<file path="config.mk">
export PLATFORM = sky130hd
export DESIGN_NAME = pmrb_chan_div
export DESIGN_NICKNAME = d
export VERILOG_FILES = /design/src/pmrb_pkg.sv /design/src/pmrb_chan_div.sv
export SDC_FILE = /design/constraint.sdc
export NUM_CORES = 1
export LEC_CHECK = 0
export ABC_AREA = 1
export ABC_CLOCK_PERIOD_IN_PS = 2800
export BUFFER_PORTS_ARGS = -buffer_cell sky130_fd_sc_hd__buf_2
export CAP_MARGIN = 0
export CELL_PAD_IN_SITES_DETAIL_PLACEMENT = 1
export CELL_PAD_IN_SITES_GLOBAL_PLACEMENT = 2
export CORE_AREA = 4 4 320 322
export CTS_CLUSTER_SIZE = 8
export DETAILED_ROUTE_END_ITERATION = 8
export DIE_AREA = 0 0 324 326
export PLACE_DENSITY_LB_ADDON = 0.1
export SLEW_MARGIN = 25
export SYNTH_ARGS = -nofsm -noshare
export SYNTH_HDL_FRONTEND = slang
export SYNTH_SLANG_ARGS = --single-unit
</file>
<file path="constraint.sdc">
create_clock -name i_clk -period 2.8 [get_ports i_clk]
set_input_delay 0.28 -clock i_clk [delete_from_list [all_inputs] [get_ports i_clk]]
set_output_delay 0.28 -clock i_clk [all_outputs]
set_load 0.01 [all_outputs]
</file>
<file path="src/pmrb_pkg.sv">
// Shared widths, constants and types of the premultiplied RGBA blend.
package pmrb_pkg;

    // Field widths of one transfer.
    localparam int COLOR_W  = 32;
    localparam int WEIGHT_W = 18;
    localparam int CHAN_W   = 8;
    localparam int NUM_CHAN = 3;

    // Default number of fraction bits in a weight.
    localparam int WEIGHT_FRAC_BITS_DEF = 14;

    // Largest channel value.
    localparam logic [CHAN_W-1:0] CHAN_MAX = 8'hFF;

    // Datapath widths.
    localparam int CA_W    = 2 * CHAN_W;        // color times alpha, unsigned
    localparam int AW_W    = CHAN_W + WEIGHT_W; // alpha times weight, signed
    localparam int SSUM_W  = AW_W + 1;          // alpha sum, signed
    localparam int S_W     = AW_W;              // positive clamped alpha sum
    localparam int PC_W    = CA_W + WEIGHT_W;   // premultiplied times weight, signed
    localparam int PSUM_W  = PC_W + 1;          // channel numerator, signed
    localparam int PPLUS_W = PSUM_W + 1;        // numerator plus alpha sum, signed
    localparam int REM_W   = PC_W;              // divider partial remainder

    // Pipeline depth: five front stages, one per quotient bit, one rounding stage.
    localparam int DIV_STEPS   = CHAN_W;
    localparam int PRE_STAGES  = 5;
    localparam int PIPE_STAGES = PRE_STAGES + DIV_STEPS + 1;

    // Per-channel overrides that travel next to the division.
    typedef struct packed {
        logic zero;
        logic sat;
    } t_chan_flags;

endpackage

</file>
<file path="src/pmrb_chan_div.sv">
// Pipelined restoring divider for one channel: one quotient bit per stage, then rounding.
module pmrb_chan_div (
    input  logic                           i_clk,
    input  logic [pmrb_pkg::DIV_STEPS:0]   i_en,
    input  logic [pmrb_pkg::REM_W-1:0]     i_rem,
    input  logic [pmrb_pkg::S_W-1:0]       i_div,
    input  pmrb_pkg::t_chan_flags          i_flags,
    output logic [pmrb_pkg::CHAN_W-1:0]    o_chan
);
    import pmrb_pkg::*;

    localparam int LAST = DIV_STEPS - 1;

    logic [REM_W-1:0]  r_rem [DIV_STEPS];
    logic [S_W-1:0]    r_div [DIV_STEPS];
    logic [CHAN_W-1:0] r_q   [DIV_STEPS];
    t_chan_flags       r_flg [DIV_STEPS];

    logic [S_W-1:0]    w_rem_last;
    logic              w_round_up;
    logic [CHAN_W-1:0] w_rounded;
    logic [CHAN_W-1:0] n_chan;
    logic [CHAN_W-1:0] r_chan;

    // One stage per quotient bit, most significant bit first.
    for (genvar j = 0; j < DIV_STEPS; j++) begin : g_step
        localparam int BIT = DIV_STEPS - 1 - j;

        logic [REM_W-1:0]  w_rem_in;
        logic [S_W-1:0]    w_div_in;
        logic [CHAN_W-1:0] w_q_in;
        t_chan_flags       w_flg_in;
        logic [REM_W-1:0]  w_dsh;
        logic [REM_W-1:0]  w_diff;
        logic              w_take;

        if (j == 0) begin : g_first
            assign w_rem_in = i_rem;
            assign w_div_in = i_div;
            assign w_q_in   = '0;
            assign w_flg_in = i_flags;
        end else begin : g_next
            assign w_rem_in = r_rem[j-1];
            assign w_div_in = r_div[j-1];
            assign w_q_in   = r_q[j-1];
            assign w_flg_in = r_flg[j-1];
        end

        // Trial subtract of the shifted divisor.
        assign w_dsh  = REM_W'(w_div_in) << BIT;
        assign w_take = w_rem_in >= w_dsh;
        assign w_diff = w_rem_in - w_dsh;

        always_ff @(posedge i_clk) begin
            if (i_en[j]) begin
                r_rem[j] <= w_take ? w_diff : w_rem_in;
                r_div[j] <= w_div_in;
                r_q[j]   <= w_q_in | (w_take ? (CHAN_W'(1) << BIT) : '0);
                r_flg[j] <= w_flg_in;
            end
        end
    end

    // Round half up: add one when twice the remainder reaches the divisor.
    assign w_rem_last = r_rem[LAST][S_W-1:0];
    assign w_round_up = {w_rem_last, 1'b0} >= {1'b0, r_div[LAST]};
    assign w_rounded  = r_q[LAST] + CHAN_W'(w_round_up);

    // A non-positive numerator or alpha sum gives zero, a quotient at full scale saturates.
    always_comb begin
        priority if (r_flg[LAST].zero) begin
            n_chan = '0;
        end else if (r_flg[LAST].sat) begin
            n_chan = CHAN_MAX;
        end else begin
            n_chan = w_rounded;
        end
    end

    always_ff @(posedge i_clk) begin
        if (i_en[DIV_STEPS]) begin
            r_chan <= n_chan;
        end
    end

    assign o_chan = r_chan;

endmodule

</file>
==> flow_summary_export.csv, run 1 <==
group,metric,value,unit
pwr,peakVddDrop,0.5569,mV
pwr,combPwrFrac,46.0,%
clocking,clockBufferDepth,3,
layout,diodes,0,
yosys,syn_inst,5112,
yosys,ys.flop_type,"edfxtp_1",
yosys,synth-async-reset-ratio,0,%
pwr,internal_power,0.02273,W
yosys,ys_seq_area_share,42.59,%
placement,dp_hpwl,111000,um
outcome,status,"finished clean",
timing,finalCritPeriodShare,98.43,%
yosys,synth_area,0.03751,sq mm
layout,syn_to_final_growth,16.41,%
timing,fin_crit,2756,ps
timing,drv_slew,0,
grt,first_global_vias,34580,
clocking,worstSkewPairLatency,650,ps
die,row_count,116,
clocking,cts_buffers,79,
grt,gr-total-overflow,0,
yosys,syn_nets,5427,
pwr,p_seq_share,31.7,%
layout,seqCellArea,0.01598,sq mm
placement,gp_congestion,0.8579,
layout,design_area,0.04366,sq mm
grt,grt_pass1_wl,202800,um
critical_path,reg2reg_setup_slack,40,ps
timing,max_freq,0.3628,GHz
die,fp.dieW,324,um
layout,layout.nets,5773,
layout,drive_above_1_share,8.359,%
route,wirelength,132700,um
critical_path,cp_max_fo,2,
job,cap_viol_max_count,0,
timing,tightest_slew,675.5,ps
critical_path,arrival,3150,ps
placement,place_ws,-150.5,ps
layout,multi_input_area,0.01734,sq mm
grt,antenna_found_initial,0,
pwr,cellPowerDensity,911.4,mW/mm^2
placement,port_buffers,79,
critical_path,slowest_delay,410,ps
critical_path,path_cells,"ha_4 > nand2_4 > nor3_4 > nand4_1 > nor4_2 > nand2_1 > nand2_4 > ha_4 > ha_2 > nand2_2 > buf_4 > nor3_4 > or2_2 > a31oi_1",
min_path,min_path_type,"input port to register",
route,routed_via_density,4.813,
route,via_count,32620,
pwr,p_leak,22.61,nW
critical_path,critPathLaunchType,"register",
yosys,syn_area_per_cell,7.337,sq um
pwr,netSwitchingPower,0.01707,W
die,start_util,37.67,%
yosys,yosysWarnings,0,
clocking,cts_tree,"yes",
clocking,clockRootBuffer,"clkbuf_16",
die,core,0.09957,sq mm
timing,worst_hold_slack,36.51,ps
layout,fin_util,43.85,%
critical_path,crit_required,3190,ps
layout,num-fill-cells,12470,
timing,finClkSkew,67.68,ps
clocking,path_clk_slew,50,ps
yosys,synth_seq_cells,532,
die,die_h,326,um
die,ios,80,
critical_path,path_class,"register to register",
route,wl_per_cell,19.59,um
timing,finalHoldViolCount,0,
yosys,synth_edf_count,532,
die,dieArea,0.1056,sq mm
critical_path,worst_path_max_delay_cell,"edfxtp_1",
critical_path,cp-end-kind,"register",
route,drc_errors,0,
clocking,clock-sinks,532,
placement,placed_area,0.04070,sq mm
clocking,htreeDepth,3,
grt,grtUsageTotal,25.22,%
pwr,clockPowerShare,22.3,%
timing,setup_viol_count_final,0,
timing,post-route-worst-setup-slack,43.90,ps
route,first_pass_iters,5,
pwr,power.share.switching,42.89,%
timing,relSlewSlack,54.96,%
pwr,total_power,0.03980,W
grt,grt_start_max_net_pins,70,
timing,grt_setup_unrepaired,"true",
yosys,synth.distinct_cells,44,
route,ant_nets,0,
route,drt_iter0_drc,1550,
[sequential cells by signal, indices dropped and copies added (netlist names)]
register,flops
r_div,208
r_q,36
o_chan,8
r_rem,264
r_flg,16
[Yosys cell counts (3+ instances only)]
cell type / n / area [sq um]
inv_2: 6 / 22.52
nor2_2: 12 / 75.07
buf_2: 20 / 100.1
nor2_1: 336 / 1261
inv_1: 1061 / 3983
nor2_4: 3 / 33.78
nand2_1: 2004 / 7522
nor3_2: 3 / 30.03
nand3b_1: 21 / 157.7
nand3_2: 6 / 60.06
o21ai_0: 54 / 270.3
buf_4: 8 / 60.06
xor2_1: 83 / 727.0
or2_2: 7 / 43.79
xnor2_1: 30 / 262.8
nor3_1: 27 / 135.1
o21bai_1: 5 / 37.54
ha_1: 235 / 2940
a21o_1: 3 / 22.52
nand3_1: 298 / 1491
nand4_1: 83 / 519.3
and2_1: 16 / 100.1
nor4_1: 6 / 37.54
o21ai_1: 8 / 40.04
a21oi_1: 170 / 850.8
edfxtp_1: 532 / 15980
buf_6: 18 / 202.7
nand2_2: 28 / 175.2
fa_1: 8 / 160.2
[layout by cell type (no fill, tap or decap), drive strengths merged]
cell type,instances
bufinv,1
inv,1066
nor3,30
a21o,3
nor2,354
a21oi,171
ha,235
o21a,2
fa,8
nor4,7
o211ai,1
o21ai,62
and2,16
nand3,305
o2111ai,1
dlygate4sd3,48
a31oi,2
clkbuf,89
xor2,83
nand4,84
clkinv,12
and3,2
edfxtp,532
or2,7
buf,262
nand2,2035
clkinvlp,1
nand3b,21
o21bai,5
o311ai,1
nor3b,3
xnor2,30
[path summary, 6_finish.rpt]
path | from | end | cells after the start
hold / removal | i_rem[21] | r_rem[0][21] | 3
hold reg to reg | r_flg[0][3] | r_flg[0][5] | 0
setup reg to reg | r_rem[1][124] | o_chan[6] | 14
setup / recovery | r_rem[1][124] | o_chan[6] | 14
[per-stage QoR]
stage,setup TNS (ps),cells
final,0,6777
after global routing,-226.8,6777
after CTS,-109.9,6774
after detailed placement,-1316,6623
after global placement,-288.4,6623
after floorplan,0,5112
[timing repair]
action,in CTS,in global routing
pin swaps,1,9
gates cloned,1,2
gates resized for setup,5,42
setup endpoints to repair,43,87
endpoints found under the hold margin,55,0
buffers inserted,0,1
hold buffers,48,0
[cell type report]
cell class,instances,area share [%]
Multi-Input combinational cell,3468,39.72
Sequential cell,532,36.59
Inverter,1067,9.187
Clock buffer,89,4.614
Clock inverter,13,0.6047
Tap cell,1298,3.720
Timing Repair Buffer,310,5.562
[power groups by stage]
stage,Sequential [W],Combinational (W),Clock (W)
4_1_cts,0.0127,0.0184,0.00914
5_1_grt,0.0127,0.0208,0.00949
3_3_place_gp,0.0127,0.0179,0
2_1_floorplan,0.0119,0.0120,0
6_report,0.0126,0.0183,0.00886
3_5_place_dp,0.0128,0.0182,0
[worst max-delay path, delay by kind of cell, from the launching register on]
kind	cells	cell delay, ps
AND/OR/NAND/NOR	9	1210
AO/OA/AOI/OAI	1	70
adder cells (fa/ha/maj)	3	640
buffers and inverters	1	150
flip-flops	1	410
[cell families (layout without fill, tap and decap cells)]
group / after synthesis / count (layout) / synth area share (%)
simple gates: 2861 / 2864 / 31.40
buf+inv: 1115 / 1479 / 11.67
flops: 532 / 532 / 42.59
compound gates: 248 / 248 / 3.439
fa+ha+maj: 243 / 243 / 8.266
xor+xnor: 113 / 113 / 2.639
[routing by layer]
layer | global-route usage (%) | vias up | part of all wire (%)
li1 | - | 16630 | -
met1 | 29.12 | 15460 | 41
met2 | 48.52 | 339 | 54
met3 | 2.280 | 181 | 1.8
met4 | 7.994 | 0 | 3.4
met5 | 0 | - | 0
Note: power is estimated with default switching activity, not from simulation.
==> inputs of run 2 (changes only) <==
CORE_AREA = 5 5 317 319   (was 4 4 320 322)
CTS_BUF_LIST = sky130_fd_sc_hd__clkbuf_2 sky130_fd_sc_hd__clkbuf_4 sky130_fd_sc_hd__clkbuf_8   (was unset)
DIE_AREA = 0 0 322 324   (was 0 0 324 326)
==> run 2 against run 1 <==
  * First-iteration DRC count increased by 0.13%
  * Combinational power hardly changed
  * Clock power decreased by 12%
  * Cell count increased by 1.1%
  * Maximum frequency up 2.7%
  * Worst hold slack better by 42 ps
  * Largest power group unchanged
  * Highest routed layer unchanged
==> flow_summary_export.csv, run 2 (same netlist as run 1, synthesis figures left out) <==
group,metric,value,unit
route,wirelength,131700,um
layout,largest_reg_flops,264,
min_path,min_path_type,"input port to register",
die,dieArea,0.1043,sq mm
timing,finClkSkew,65.93,ps
layout,drive_above_1_share,9.163,%
critical_path,endpoint,"o_chan[4]",
timing,finalCritPeriodShare,95.86,%
critical_path,path_class,"register to register",
timing,max_freq,0.3726,GHz
timing,worst_hold_slack,78.92,ps
critical_path,critical_path.startpoint,"r_div[1][101]",
layout,mostFrequentLayoutCell,"nand2_1",
layout,fin_util,44.63,%
clocking,worstSkewPairLatency,760,ps
critical_path,worst_path_max_delay_cell,"edfxtp_1",
clocking,clock-sinks,532,
clocking,cts_tree,"yes",
pwr,p_seq_share,32.5,%
pwr,internal_power,0.02175,W
die,fp.dieW,322,um
pwr,cellPowerDensity,887.3,mW/mm^2
route,wl_per_cell,19.22,um
timing,finalHoldViolCount,0,
pwr,combPwrFrac,47.4,%
die,ios,80,
timing,setup_tns,0,ps
placement,port_buffers,79,
clocking,clockBufferDepth,3,
layout,layout.nets,5803,
die,start_util,38.45,%
die,core,0.09756,sq mm
critical_path,crit_required,3270,ps
layout,reg_top3,"r_rem: 264 flops, r_div: 208 flops, r_q: 36 flops",
outcome,status,"finished clean",
timing,fin_crit,2684,ps
route,drt_iter0_drc,1552,
die,die_h,324,um
layout,syn_to_final_growth,16.08,%
critical_path,arrival,3150,ps
grt,gr-total-overflow,0,
critical_path,cp_common_cell,"nand2_2",
die,row_count,115,
route,via_count,32990,
critical_path,reg2reg_setup_slack,120,ps
timing,relSlewSlack,43.08,%
grt,grtUsageTotal,25.05,%
clocking,clockRootBuffer,"clkbuf_8",
critical_path,critPathLaunchType,"register",
timing,tightest_slew,853.8,ps
pwr,p_leak,22.60,nW
placement,gp_congestion,0.8938,
route,drc_errors,0,
route,first_pass_iters,5,
route,routed_via_density,4.813,
pwr,clockPowerShare,20.1,%
critical_path,worstReg2RegEnd,"o_chan[4]",
pwr,netSwitchingPower,0.01688,W
clocking,path_clk_slew,70,ps
critical_path,cp-end-kind,"register",
grt,grt_pass1_wl,201200,um
grt,grt_start_max_net_pins,70,
critical_path,r2r-start,"r_div[1][101]",
critical_path,worst-r2r-cell-count,16,
critical_path,path_cells,"inv_1 > ha_1 > nand2_2 > nor3_4 > nand4_1 > nor4_2 > nand2_1 > nand2_2 > ha_4 > ha_4 > nand2_2 > inv_2 > nand2_2 > xnor2_2 > o21ai_1 > inv_1",
timing,setup_viol_count_final,0,
layout,regMostFlops,"r_rem",
critical_path,slowest_delay,400,ps
pwr,peakVddDrop,0.4303,mV
grt,antenna_found_initial,1,
route,ant_nets,0,
grt,first_global_vias,34970,
pwr,power.share.switching,43.69,%
clocking,cts_buffers,98,
placement,dp_hpwl,109700,um
job,cap_viol_max_count,0,
timing,drv_slew,0,
critical_path,cp_max_fo,2,
layout,final_cell_mix,"nand2_1, inv_1, edfxtp_1",
clocking,htreeDepth,3,
==> run 2: power by group through the flow <==
| stage | combinational [W] | sequential [W] | clock (W) |
|---|---|---|---|
| floorplan | 0.0120 | 0.0119 | 0 |
| global placement | 0.0178 | 0.0127 | 0 |
| detailed placement | 0.0181 | 0.0127 | 0 |
| CTS | 0.0184 | 0.0126 | 0.00800 |
| global route | 0.0207 | 0.0127 | 0.00840 |
| finish | 0.0183 | 0.0125 | 0.00778 |
==> run 2: layout make-up <==
| class | count | area [sq um] |
|---|---|---|
| Clock buffer | 118 | 1505 |
| Sequential cell | 532 | 15980 |
| Multi-Input combinational cell | 3466 | 17330 |
| Timing Repair Buffer | 323 | 2609 |
| Clock inverter | 60 | 499.2 |
| Fill cell | 12330 | 54020 |
| Inverter | 1067 | 4005 |
| Antenna cell | 1 | 2.502 |
| Tap cell | 1287 | 1610 |
==> run 2: how the worst min path moves through the flow <==
stage,cells past startpoint,from,to
after floorplan,0,i_div[0],r_div[0][0]
after global placement,0,r_flg[1][3],r_flg[1][5]
after detailed placement,0,r_flg[1][5],r_flg[1][7]
after CTS,1,i_en[4],r_rem[1][29]
after global routing,2,i_en[6],r_div[1][75]
final,1,i_en[4],r_rem[1][32]
==> run 2: layer usage <==
metal  vias up  share of wire, %  GRT usage (%)
li1      16730                 -              -
met1     15630                40          27.94
met2       415                54          49.25
met3       211               2.2          2.383
met4         0               3.9          9.003
met5         -                 0              0
==> run 2: worst max-delay path: cells and delay by family, from the launching register on <==
kind                       cells  cell delay [ps]
and+or+nand+nor                8              960
adders and majority gates      3              610
DFF                            1              400
buffers and inverters          3              190
xor gates and xnor gates       1              130
AOI/OAI and AO/OA              1              130
==> run 2: metrics by stage <==
step	area, sq um	power [W]	cells	worst slack, ps
5_1_grt	43540	0.04180	6854	-47.95
4_1_cts	43390	0.03895	6849	6.905
6_report	43540	0.03863	6854	115.8
3_3_place_gp	40590	0.03050	6600	-45.60
2_1_floorplan	37510	0.02394	5112	506.5
3_5_place_dp	40620	0.03084	6601	-208.6
==> run 2: timing repair <==
item,4_1_cts,5_1_grt
pin swaps,9,12
gates resized for setup,16,26
setup buffers,2,4
hold endpoints to repair,108,0
cloned,0,1
hold buffers,68,0
setup endpoints to repair,9,88
